**src/bfcw_pkg.sv**
```systemverilog
package bfcw_pkg;

  localparam int MAX_ATOMS = 32;
  localparam int IDX_W     = $clog2(MAX_ATOMS);
  localparam int CNT_W     = IDX_W + 1;

  localparam logic ACT_LOAD  = 1'b0;
  localparam logic ACT_QUERY = 1'b1;

  localparam logic [30:0] ONE_Q30        = 31'h4000_0000;
  localparam logic [30:0] HALF_Q30       = 31'h2000_0000;
  localparam logic [30:0] THREE_HALF_Q30 = 31'h6000_0000;

  typedef struct packed {
    logic              action;
    logic [4:0]        atom_index;
    logic signed [31:0] coord_x;
    logic signed [31:0] coord_y;
    logic signed [31:0] coord_z;
    logic [23:0]       atom_radius;
  } bfcw_in_t;

  typedef struct packed {
    logic [30:0] weight;
    logic        error;
  } bfcw_out_t;

  typedef struct packed {
    logic signed [31:0] x;
    logic signed [31:0] y;
    logic signed [31:0] z;
    logic [23:0]        size;
  } bfcw_atom_t;

  typedef enum logic [4:0] {
    OP_NOP, OP_READ, OP_DIFF_G, OP_DIFF_B, OP_MUL_X, OP_MUL_Y, OP_MUL_Z, OP_ACC,
    OP_SQRT_DIST, OP_SQRT_SIZE, OP_WR_PRE, OP_LATCH_B, OP_LATCH_DBC, OP_DIV_U,
    OP_LATCH_U, OP_MUL_UU, OP_DIV_A, OP_LATCH_A, OP_DIV_MU, OP_LATCH_MU, OP_MUL_MM,
    OP_MUL_NA, OP_NU, OP_MUL_NN, OP_MUL_NM, OP_NU_RND, OP_MUL_CS, OP_CELL,
    OP_ACC_CELL, OP_DIV_W, OP_RES_OK, OP_RES_ERR
  } dp_op_t;

  typedef enum logic [5:0] {
    ST_IDLE, ST_P_RD, ST_P_DIFF, ST_MX, ST_MY, ST_MZ, ST_ACC, ST_SQ, ST_SQ_WAIT,
    ST_P_SIZE, ST_P_WAIT, ST_P_WR, ST_B_RD, ST_B_LATCH, ST_C_CHK, ST_C_RD, ST_C_DIFF,
    ST_C_DBC, ST_C_CHKZ, ST_U_DIV, ST_U_WAIT, ST_U_LATCH, ST_U2, ST_A_DIV, ST_A_WAIT,
    ST_A_LATCH, ST_MU_DIV, ST_MU_WAIT, ST_MU_LATCH, ST_MM, ST_NA, ST_NU, ST_R1, ST_R2,
    ST_R3, ST_S, ST_CELL, ST_B_END, ST_F_CHK, ST_F_DIV, ST_F_WAIT, ST_OK, ST_ERR
  } ctrl_state_t;

  typedef struct packed {
    dp_op_t           op;
    logic [IDX_W-1:0] addr;
    logic             take;
    logic             target;
  } bfcw_cmd_t;

  typedef struct packed {
    logic sqrt_done;
    logic div_done;
    logic dbc_zero;
    logic sum_zero;
  } bfcw_status_t;

endpackage

```
**src/bfcw_ctrl.sv**
```systemverilog
module bfcw_ctrl (
  input  logic                          clk,
  input  logic                          rst,
  input  logic                          start,
  input  logic                          action,
  input  logic [bfcw_pkg::IDX_W-1:0]    atom_index,
  input  logic                          cfg_wen,
  input  logic [5:0]                    cfg_wdata,
  input  bfcw_pkg::bfcw_status_t        status,
  output logic                          busy,
  output bfcw_pkg::bfcw_cmd_t           cmd
);
  import bfcw_pkg::*;

  ctrl_state_t      state, state_next;
  logic [5:0]       atom_count;
  logic [CNT_W-1:0] b, b_next, c, c_next, n;
  logic [1:0]       k, k_next;
  logic [IDX_W-1:0] tidx, tidx_next;
  logic             pair, pair_next;

  assign n    = (atom_count > 6'(MAX_ATOMS)) ? CNT_W'(MAX_ATOMS) : CNT_W'(atom_count);
  assign busy = (state != ST_IDLE);

  always_ff @(posedge clk) begin
    if (rst) begin
      state      <= ST_IDLE;
      atom_count <= '0;
      b          <= '0;
      c          <= '0;
      k          <= '0;
      tidx       <= '0;
      pair       <= 1'b0;
    end else begin
      state <= state_next;
      b     <= b_next;
      c     <= c_next;
      k     <= k_next;
      tidx  <= tidx_next;
      pair  <= pair_next;
      if (cfg_wen) atom_count <= cfg_wdata;
    end
  end

  always_comb begin
    state_next = state;
    b_next     = b;
    c_next     = c;
    k_next     = k;
    tidx_next  = tidx;
    pair_next  = pair;
    cmd.op     = OP_NOP;
    cmd.addr   = b[IDX_W-1:0];
    cmd.take   = 1'b0;
    cmd.target = (b[IDX_W-1:0] == tidx);
    unique case (state)
      ST_IDLE: begin
        cmd.take = start;
        if (start && action == ACT_QUERY) begin
          tidx_next = atom_index;
          b_next    = '0;
          state_next = ({1'b0, atom_index} >= n) ? ST_ERR : ST_P_RD;
        end
      end
      // per atom: grid distance and size root
      ST_P_RD: begin
        cmd.op = OP_READ;
        state_next = ST_P_DIFF;
      end
      ST_P_DIFF: begin
        cmd.op = OP_DIFF_G;
        pair_next = 1'b0;
        state_next = ST_MX;
      end
      ST_MX: begin
        cmd.op = OP_MUL_X;
        state_next = ST_MY;
      end
      ST_MY: begin
        cmd.op = OP_MUL_Y;
        state_next = ST_MZ;
      end
      ST_MZ: begin
        cmd.op = OP_MUL_Z;
        state_next = ST_ACC;
      end
      ST_ACC: begin
        cmd.op = OP_ACC;
        state_next = ST_SQ;
      end
      ST_SQ: begin
        cmd.op = OP_SQRT_DIST;
        state_next = ST_SQ_WAIT;
      end
      ST_SQ_WAIT: begin
        if (status.sqrt_done) state_next = pair ? ST_C_DBC : ST_P_SIZE;
      end
      ST_P_SIZE: begin
        cmd.op = OP_SQRT_SIZE;
        state_next = ST_P_WAIT;
      end
      ST_P_WAIT: begin
        if (status.sqrt_done) state_next = ST_P_WR;
      end
      ST_P_WR: begin
        cmd.op = OP_WR_PRE;
        if (b == n - CNT_W'(1)) begin
          b_next = '0;
          state_next = ST_B_RD;
        end else begin
          b_next = b + CNT_W'(1);
          state_next = ST_P_RD;
        end
      end
      // pair walk
      ST_B_RD: begin
        cmd.op = OP_READ;
        state_next = ST_B_LATCH;
      end
      ST_B_LATCH: begin
        cmd.op = OP_LATCH_B;
        c_next = '0;
        state_next = ST_C_CHK;
      end
      ST_C_CHK: begin
        if (c == n) begin
          state_next = ST_B_END;
        end else if (c == b) begin
          c_next = c + CNT_W'(1);
        end else begin
          state_next = ST_C_RD;
        end
      end
      ST_C_RD: begin
        cmd.op = OP_READ;
        cmd.addr = c[IDX_W-1:0];
        state_next = ST_C_DIFF;
      end
      ST_C_DIFF: begin
        cmd.op = OP_DIFF_B;
        pair_next = 1'b1;
        state_next = ST_MX;
      end
      ST_C_DBC: begin
        cmd.op = OP_LATCH_DBC;
        state_next = ST_C_CHKZ;
      end
      ST_C_CHKZ: begin
        state_next = status.dbc_zero ? ST_ERR : ST_U_DIV;
      end
      ST_U_DIV: begin
        cmd.op = OP_DIV_U;
        state_next = ST_U_WAIT;
      end
      ST_U_WAIT: begin
        if (status.div_done) state_next = ST_U_LATCH;
      end
      ST_U_LATCH: begin
        cmd.op = OP_LATCH_U;
        state_next = ST_U2;
      end
      ST_U2: begin
        cmd.op = OP_MUL_UU;
        state_next = ST_A_DIV;
      end
      ST_A_DIV: begin
        cmd.op = OP_DIV_A;
        state_next = ST_A_WAIT;
      end
      ST_A_WAIT: begin
        if (status.div_done) state_next = ST_A_LATCH;
      end
      ST_A_LATCH: begin
        cmd.op = OP_LATCH_A;
        state_next = ST_MU_DIV;
      end
      ST_MU_DIV: begin
        cmd.op = OP_DIV_MU;
        state_next = ST_MU_WAIT;
      end
      ST_MU_WAIT: begin
        if (status.div_done) state_next = ST_MU_LATCH;
      end
      ST_MU_LATCH: begin
        cmd.op = OP_LATCH_MU;
        state_next = ST_MM;
      end
      ST_MM: begin
        cmd.op = OP_MUL_MM;
        state_next = ST_NA;
      end
      ST_NA: begin
        cmd.op = OP_MUL_NA;
        state_next = ST_NU;
      end
      ST_NU: begin
        cmd.op = OP_NU;
        k_next = '0;
        state_next = ST_R1;
      end
      // three smoothing rounds
      ST_R1: begin
        cmd.op = OP_MUL_NN;
        state_next = ST_R2;
      end
      ST_R2: begin
        cmd.op = OP_MUL_NM;
        state_next = ST_R3;
      end
      ST_R3: begin
        cmd.op = OP_NU_RND;
        if (k == 2'd2) begin
          state_next = ST_S;
        end else begin
          k_next = k + 2'd1;
          state_next = ST_R1;
        end
      end
      ST_S: begin
        cmd.op = OP_MUL_CS;
        state_next = ST_CELL;
      end
      ST_CELL: begin
        cmd.op = OP_CELL;
        c_next = c + CNT_W'(1);
        state_next = ST_C_CHK;
      end
      ST_B_END: begin
        cmd.op = OP_ACC_CELL;
        if (b == n - CNT_W'(1)) begin
          state_next = ST_F_CHK;
        end else begin
          b_next = b + CNT_W'(1);
          state_next = ST_B_RD;
        end
      end
      ST_F_CHK: begin
        state_next = status.sum_zero ? ST_ERR : ST_F_DIV;
      end
      ST_F_DIV: begin
        cmd.op = OP_DIV_W;
        state_next = ST_F_WAIT;
      end
      ST_F_WAIT: begin
        if (status.div_done) state_next = ST_OK;
      end
      ST_OK: begin
        cmd.op = OP_RES_OK;
        state_next = ST_IDLE;
      end
      ST_ERR: begin
        cmd.op = OP_RES_ERR;
        state_next = ST_IDLE;
      end
      default: state_next = ST_IDLE;
    endcase
  end

  a_load_one_cycle: assert property (@(posedge clk) disable iff (rst)
    (start && !busy && action == ACT_LOAD) |=> !busy)
    else $error("load kept the block busy");
  a_bad_target: assert property (@(posedge clk) disable iff (rst)
    (start && !busy && action == ACT_QUERY && {1'b0, atom_index} >= n)
      |=> state == ST_ERR)
    else $error("out-of-range target not flagged");

endmodule

```
**config.mk**
```make
export PLATFORM = sky130hd
export DESIGN_NAME = bfcw_ctrl
export DESIGN_NICKNAME = d
export VERILOG_FILES = /design/src/bfcw_pkg.sv /design/src/bfcw_ctrl.sv
export SDC_FILE = /design/constraint.sdc
export NUM_CORES = 1
export LEC_CHECK = 0
export BUFFER_PORTS_ARGS = -buffer_cell sky130_fd_sc_hd__buf_2
export CAP_MARGIN = 40
export CORE_ASPECT_RATIO = 0.9
export CORE_MARGIN = 4
export CORE_UTILIZATION = 45
export CTS_BUF_LIST = sky130_fd_sc_hd__clkbuf_2
export DETAILED_ROUTE_END_ITERATION = 16
export GPL_ROUTABILITY_DRIVEN = 0
export PLACE_DENSITY = 0.61
export SETUP_SLACK_MARGIN = 0.02
export SYNTH_ARGS = -nofsm -noshare
export SYNTH_HDL_FRONTEND = slang
export SYNTH_SLANG_ARGS = --single-unit
```
**constraint.sdc**
```tcl
create_clock -name clk -period 3.3 [get_ports clk]
set_input_delay 0.165 -clock clk [delete_from_list [all_inputs] [get_ports clk]]
set_output_delay 0.165 -clock clk [all_outputs]
set_load 0.02 [all_outputs]
```
==> results of run 1 <==
## metrics by stage
stage | util [%] | area [um^2] | power, mW | hold WS (ns)
floorplan | - | 3020 | 1.46 | 0.312
global placement | 49.3 | 3230 | 1.85 | 0.405
detailed placement | 49.3 | 3230 | 1.84 | 0.410
CTS | 50.1 | 3280 | 2.02 | 0.000923
global route | 50.1 | 3280 | 2.19 | 0.0357
finish | 50.1 | 3280 | 2.05 | 0.0188
## Yosys cell counts, drive strengths merged (3+ instances only)
cell type	number	area, um^2
or3	7	48.8
mux2i	13	130
mux2	5	56.3
a21oi	35	175
nor2	57	216
a221oi	3	26.3
nand4	5	31.3
dfxtp	32	641
clkbuf	33	124
o22ai	3	18.8
nand3	15	75.1
a31oi	6	37.5
or4	4	30.0
xor2	12	105
nand3b	4	30.0
nor2b	12	75.1
nand2	32	120
buf	7	36.3
and2	3	18.8
a21o	3	22.5
and3	4	25.0
nor3	9	45.0
inv	12	45.0
a211oi	6	50.1
nor4	4	40.0
ha	9	113
xnor2	12	105
o221ai	4	35.0
o32ai	5	43.8
o21bai	4	30.0
o21ai	22	125
nand2b	10	62.6
## what timing repair did
item	4_1_cts	5_1_grt
buffers inserted	0	0
hold buffers	2	0
hold endpoints to repair	2	0
endpoints found under the setup margin	0	0
## metal layers
metal  wire, um  part of all wire, %
met5          0                    0
met4        126                  1.5
met3        772                  8.9
met2       3650                   42
met1       4120                   48
## flip-flops by register name, summed over array words and instances (netlist names)
| name | flops |
|---|---|
| c | 6 |
| state | 6 |
| atom_count | 6 |
| pair | 1 |
| b | 6 |
| k | 2 |
| tidx | 5 |
## worst max-delay path, stage by stage, from the launching register on
cell	delay (ns)
dfxtp_1	0.80
nor2b_1	0.63
a22oi_1	0.18
or3_1	0.38
nand4_1	0.11
nor2_1	0.13
or3_1	0.34
a32oi_1	0.20
## cell type report
type / count / area share, %
clock buffers: 5 / 0.763
clock inverters: 2 / 0.229
inverters: 12 / 1.37
multi-input cells: 341 / 66.2
flip-flops and latches: 32 / 19.5
well taps: 90 / 3.43
repair buffers: 47 / 8.47
## power groups by stage
stage	clock (mW)	sequential [mW]	combinational, mW
floorplan	0	0.453	1.01
global placement	0	0.565	1.29
detailed placement	0	0.562	1.28
CTS	0.183	0.553	1.29
global route	0.190	0.571	1.43
finish	0.173	0.563	1.32
## how the worst min path moves through the flow
stage / startpoint / cells after the start / endpoint / slack, ns
global route: cfg_wdata[4] / 3 / atom_count[4]$_SDFFE_PP0P_ / 0.04
global placement: cfg_wdata[1] / 3 / atom_count[1]$_SDFFE_PP0P_ / 0.40
detailed placement: cfg_wdata[2] / 3 / atom_count[2]$_SDFFE_PP0P_ / 0.41
finish: cfg_wdata[0] / 3 / atom_count[0]$_SDFFE_PP0P_ / 0.02
floorplan: atom_index[0] / 2 / tidx[0]$_SDFFE_PP0P_ / 0.31
CTS: cfg_wdata[0] / 3 / atom_count[0]$_SDFFE_PP0P_ / 0.0009
## cell families (layout without fill, tap and decap cells)
group | count (synthesis) | after routing | share of synthesized area [%]
AND/OR/NAND/NOR | 175 | 175 | 29.6
multiplexers | 18 | 18 | 6.18
adder cells (fa/ha/maj) | 9 | 9 | 3.73
AO/OA/AOI/OAI | 115 | 115 | 25.5
buffers and inverters | 52 | 66 | 6.80
flip-flops | 32 | 32 | 21.2
XOR/XNOR | 24 | 24 | 6.97
==> run_results.csv, run 1 <==
group,metric,value,unit
run_status,status,"finished, final reports clean",
synth,avgSynthCellArea,7.10,um^2
global_routing,grtUsageMet2,32.8,%
power,switching_power,1.07,mW
clocking,cts_resized,0,
floorplanning,die_area,8080,um^2
floorplanning,start_util,46.0,%
placed_design,post-place-ws,0.591,ns
power,p_seq_share,27.4,%
placed_design,portBuffers,32,
clocking,cts_max_level,2,
synth,synth_ff_type,"dfxtp_1",
worst_setup_path,cp.required,3.58,ns
sta,max_freq,350,MHz
sta,period_needed,2.86,ns
finish,fillers,675,
worst_setup_path,cp-startpoint,"state[2]$_SDFFE_PP0P_",
clocking,cts_root_buf,"clkbuf_2",
power,p_leak,1.31,nW
sta,tns,0,ns
synth,synth_edf_count,0,
sta,skew,0.0178,ns
drt,drc_errors,0,
power,power.share.combinational,64.1,%
clocking,insertion_delay,0.37,ns
worst_setup_path,worst-r2r-cell-count,7,
global_routing,overflow,0,
floorplanning,core-area,6550,um^2
power,p_per_area,626,nW/um^2
floorplanning,die_w,94.3,um
sta,post-route-period-util,86.6,%
global_routing,grt_antenna_before_repair,0,
global_routing,grt_pass1_vias,2937,
synth,ys_seq_area_share,21.2,%
drt,drt-initial-drc-count,494,
finish,regArea,641,um^2
drt,ant_nets,0,
worst_setup_path,cp-end-kind,"flip-flop",
clocking,cts_tree,"done",
power,sw_frac_of_total,52.3,%
global_routing,grt_usage,22.2,%
synth,syn-num-nets,454,
floorplanning,top_level_ports,33,
finish,nets,468,
clocking,cts_sinks,32,
clocking,path_clk_slew,0.17,ns
worst_setup_path,setup.worst_path.end,"state[3]$_SDFFE_PP0P_",
clocking,cts_buffers,5,
finish,final_cell_mix,"nor2_1, a21oi_1, nand2_1, dfxtp_1, buf_2",
finish,final_common_cell,"nor2_1",
synth,synth.cell_area,3020,um^2
drt,routedWlPerCell,16.4,um
synth,yosysWarnings,0,
power,peakVddDrop,0.334,mV
placed_design,place_inst,520,
finish,fin_cells,529,
worst_setup_path,startpoint_type,"flip-flop",
sta,max_slew_margin,53.6,%
global_routing,use_met3,3.16,%
synth,synth-async-reset-ratio,0,%
worst_setup_path,arrival,3.14,ns
worst_setup_path,worstSetupPathType,"flip-flop to flip-flop",
finish,drive_above_1_share,14.6,%
sta,setup_viol,0,
power,internal-power,0.978,mW
worst_setup_path,crit_path_max_fanout,19,
worst_setup_path,r2r_end,"state[3]$_SDFFE_PP0P_",
global_routing,busiest_layer,"met1",
worst_setup_path,rr_startpoint,"state[2]$_SDFFE_PP0P_",
drt,finalWirelength,8670,um
global_routing,grtUsageMet1,33.9,%
clocking,cts.path.max_buffers,2,
synth,synthCells,425,
finish,multi_input_area,2170,um^2
global_routing,grt_pass1_wl,14500,um
placed_design,dp_hpwl,6290,um
synth,synth.distinct_cells,61,
drt,vias,3221,
power,p_clk_share,8.4,%
worst_setup_path,reg2reg_slack,0.44,ns
floorplanning,std_cell_rows,28,
sta,worst_slew_pin_slew,0.695,ns
drt,dr.pass1.iters,5,
finish,area_growth,8.71,%
run,drv_cap,0,
sta,worst_slack,0.442,ns
global_routing,grt_max_degree,28,
sta,rsz0062_at_grt,"false",
finish,insertedDiodeCount,0,
sta,slew_viol_final,0,
synth,ys_seq_elements,32,
hold_path,worstHoldPathType,"input pin to flip-flop",
sta,hold_viol_final,0,
floorplanning,die_h,85.7,um
drt,via_per_inst,6.09,
(Power assumes the default switching activity.)
==> run 2: changes to the inputs <==
--- a/config.mk
+++ b/config.mk
@@ -5,15 +5,15 @@
 export SDC_FILE = /design/constraint.sdc
 export NUM_CORES = 1
 export LEC_CHECK = 0
-export BUFFER_PORTS_ARGS = -buffer_cell sky130_fd_sc_hd__buf_2
 export CAP_MARGIN = 40
 export CORE_ASPECT_RATIO = 0.9
 export CORE_MARGIN = 4
 export CORE_UTILIZATION = 45
 export CTS_BUF_LIST = sky130_fd_sc_hd__clkbuf_2
 export DETAILED_ROUTE_END_ITERATION = 16
+export DONT_BUFFER_PORTS = 1
 export GPL_ROUTABILITY_DRIVEN = 0
-export PLACE_DENSITY = 0.61
+export PLACE_DENSITY = 0.57
 export SETUP_SLACK_MARGIN = 0.02
 export SYNTH_ARGS = -nofsm -noshare
 export SYNTH_HDL_FRONTEND = slang
==> run_results.csv, run 2 (synthesized netlist as in run 1, its figures left out) <==
group,metric,value,unit
sta,post-route-period-util,83.2,%
clocking,cts_resized,0,
worst_setup_path,crit_path_max_fanout,18,
worst_setup_path,startpoint_type,"flip-flop",
drt,drt-initial-drc-count,333,
worst_setup_path,cp.required,3.54,ns
finish,area_growth,8.75,%
finish,final_common_cell,"nor2_1",
hold_path,worstHoldPathType,"input pin to flip-flop",
clocking,cts_max_level,2,
floorplanning,start_util,46.0,%
clocking,cts_buffers,5,
run_status,status,"finished, final reports clean",
finish,nets,450,
worst_setup_path,worstSetupPathType,"flip-flop to flip-flop",
global_routing,grt_pass1_wl,14800,um
clocking,cts.path.max_buffers,2,
sta,rsz0062_at_grt,"false",
placed_design,portBuffers,0,
global_routing,overflow,0,
clocking,cts_tree,"done",
drt,vias,3134,
sta,max_freq,364,MHz
drt,finalWirelength,8940,um
floorplanning,core-area,6550,um^2
sta,hold_viol_final,0,
finish,drive_above_1_share,7.84,%
drt,ant_nets,0,
floorplanning,std_cell_rows,28,
run,drv_cap,0,
clocking,cts_root_buf,"clkbuf_2",
global_routing,grt_antenna_before_repair,0,
finish,insertedDiodeCount,0,
worst_setup_path,cp-end-kind,"flip-flop",
worst_setup_path,arrival,2.99,ns
sta,worst_slew_pin_slew,0.732,ns
drt,dr.pass1.iters,5,
floorplanning,top_level_ports,33,
global_routing,grt_usage,22.8,%
floorplanning,die_h,85.7,um
floorplanning,die_w,94.3,um
sta,max_slew_margin,51.1,%
clocking,insertion_delay,0.37,ns
drt,routedWlPerCell,17.5,um
clocking,path_clk_slew,0.18,ns
drt,drc_errors,0,
floorplanning,die_area,8080,um^2
power,p_leak,1.23,nW
sta,period_needed,2.75,ns
placed_design,dp_hpwl,6150,um
sta,slew_viol_final,0,
power,power.total,1.99,mW
power,p_per_area,606,nW/um^2
global_routing,grt_max_degree,33,
drt,via_per_inst,6.13,
clocking,cts_sinks,32,
power,peakVddDrop,0.344,mV
sta,tns,0,ns
sta,skew,0.0276,ns
finish,final_cell_mix,"nor2_1, a21oi_1, nand2_1, dfxtp_1, o21ai_0",
sta,setup_viol,0,
global_routing,grt_pass1_vias,2868,
run 2: changes by cell type in the layout (fill, tap and decap cells not counted), moves of 2 or more:
cell           before  now
buf_2              32    0
buf_4              13   10
clkinv_1            2    0
dlygate4sd3_1       2   17
run 2: final timing paths:
check / cells past startpoint / slack [ns] / to / from
min reg2reg: 2 / 0.48 / k[0]$_SDFFE_PP0P_ / k[0]$_SDFFE_PP0P_
max: 9 / 0.55 / b[5]$_SDFFE_PP0P_ / atom_count[5]$_SDFFE_PP0P_
min: 2 / 0.04 / state[4]$_SDFFE_PP0P_ / status[2]
max reg2reg: 9 / 0.55 / b[5]$_SDFFE_PP0P_ / atom_count[5]$_SDFFE_PP0P_
run 2: final cells by class:
| cell class | count | area [um^2] |
|---|---|---|
| sequential | 32 | 641 |
| inverter | 12 | 45.0 |
| clock buffer | 6 | 30.0 |
| timing repair buffer | 29 | 277 |
| fill | 655 | 3270 |
| multi-input combinational | 341 | 2170 |
| tap | 90 | 113 |
| clock inverter | 1 | 5.00 |
run 2: report_power, final:
part / internal, mW / total (mW) / leakage [nW] / switching (mW)
logic: 0.472 / 1.29 / 0.943 / 0.822
registers: 0.427 / 0.508 / 0.260 / 0.0808
clock network: 0.0507 / 0.187 / 0.0288 / 0.136
run 2: worst max-delay path, stage by stage (launching register included):
cell and delay [ns]:
dfxtp_1 0.38, buf_4 0.22, nand2b_1 0.18, ha_1 0.27, o211ai_1 0.14, a211o_1 0.29
a2111o_1 0.49, a21oi_1 0.34, a21oi_1 0.16, a21boi_1 0.15
run 2: per-stage QoR:
| step | util, % | hold WS, ns | cell area, um^2 | cells | setup WS [ns] |
|---|---|---|---|---|---|
| 2_1_floorplan | - | 0.312 | 3020 | 425 | 0.786 |
| 3_3_place_gp | 46.8 | 0.240 | 3060 | 486 | 0.722 |
| 3_5_place_dp | 46.8 | 0.240 | 3060 | 486 | 0.649 |
| 4_1_cts | 49.9 | 0.0154 | 3270 | 510 | 0.571 |
| 5_1_grt | 50.1 | 0.000237 | 3280 | 511 | 0.262 |
| 6_report | 50.1 | 0.0384 | 3280 | 511 | 0.554 |
run 2: layer usage:
metal	up-vias	share of wire [%]	GRT usage [%]	wire [um]
met1	1450	46	32.3	4130
met4	0	1.5	4.72	138
met3	21	8.8	6.49	791
met5	-	0	0	0
met2	141	43	34.3	3880
li1	1522	-	-	-
run 2: timing repair:
action | in CTS | in global routing
hold endpoints to repair | 24 | 0
buffers inserted | 0 | 0
hold buffers | 17 | 0
setup endpoints to repair | 0 | 0
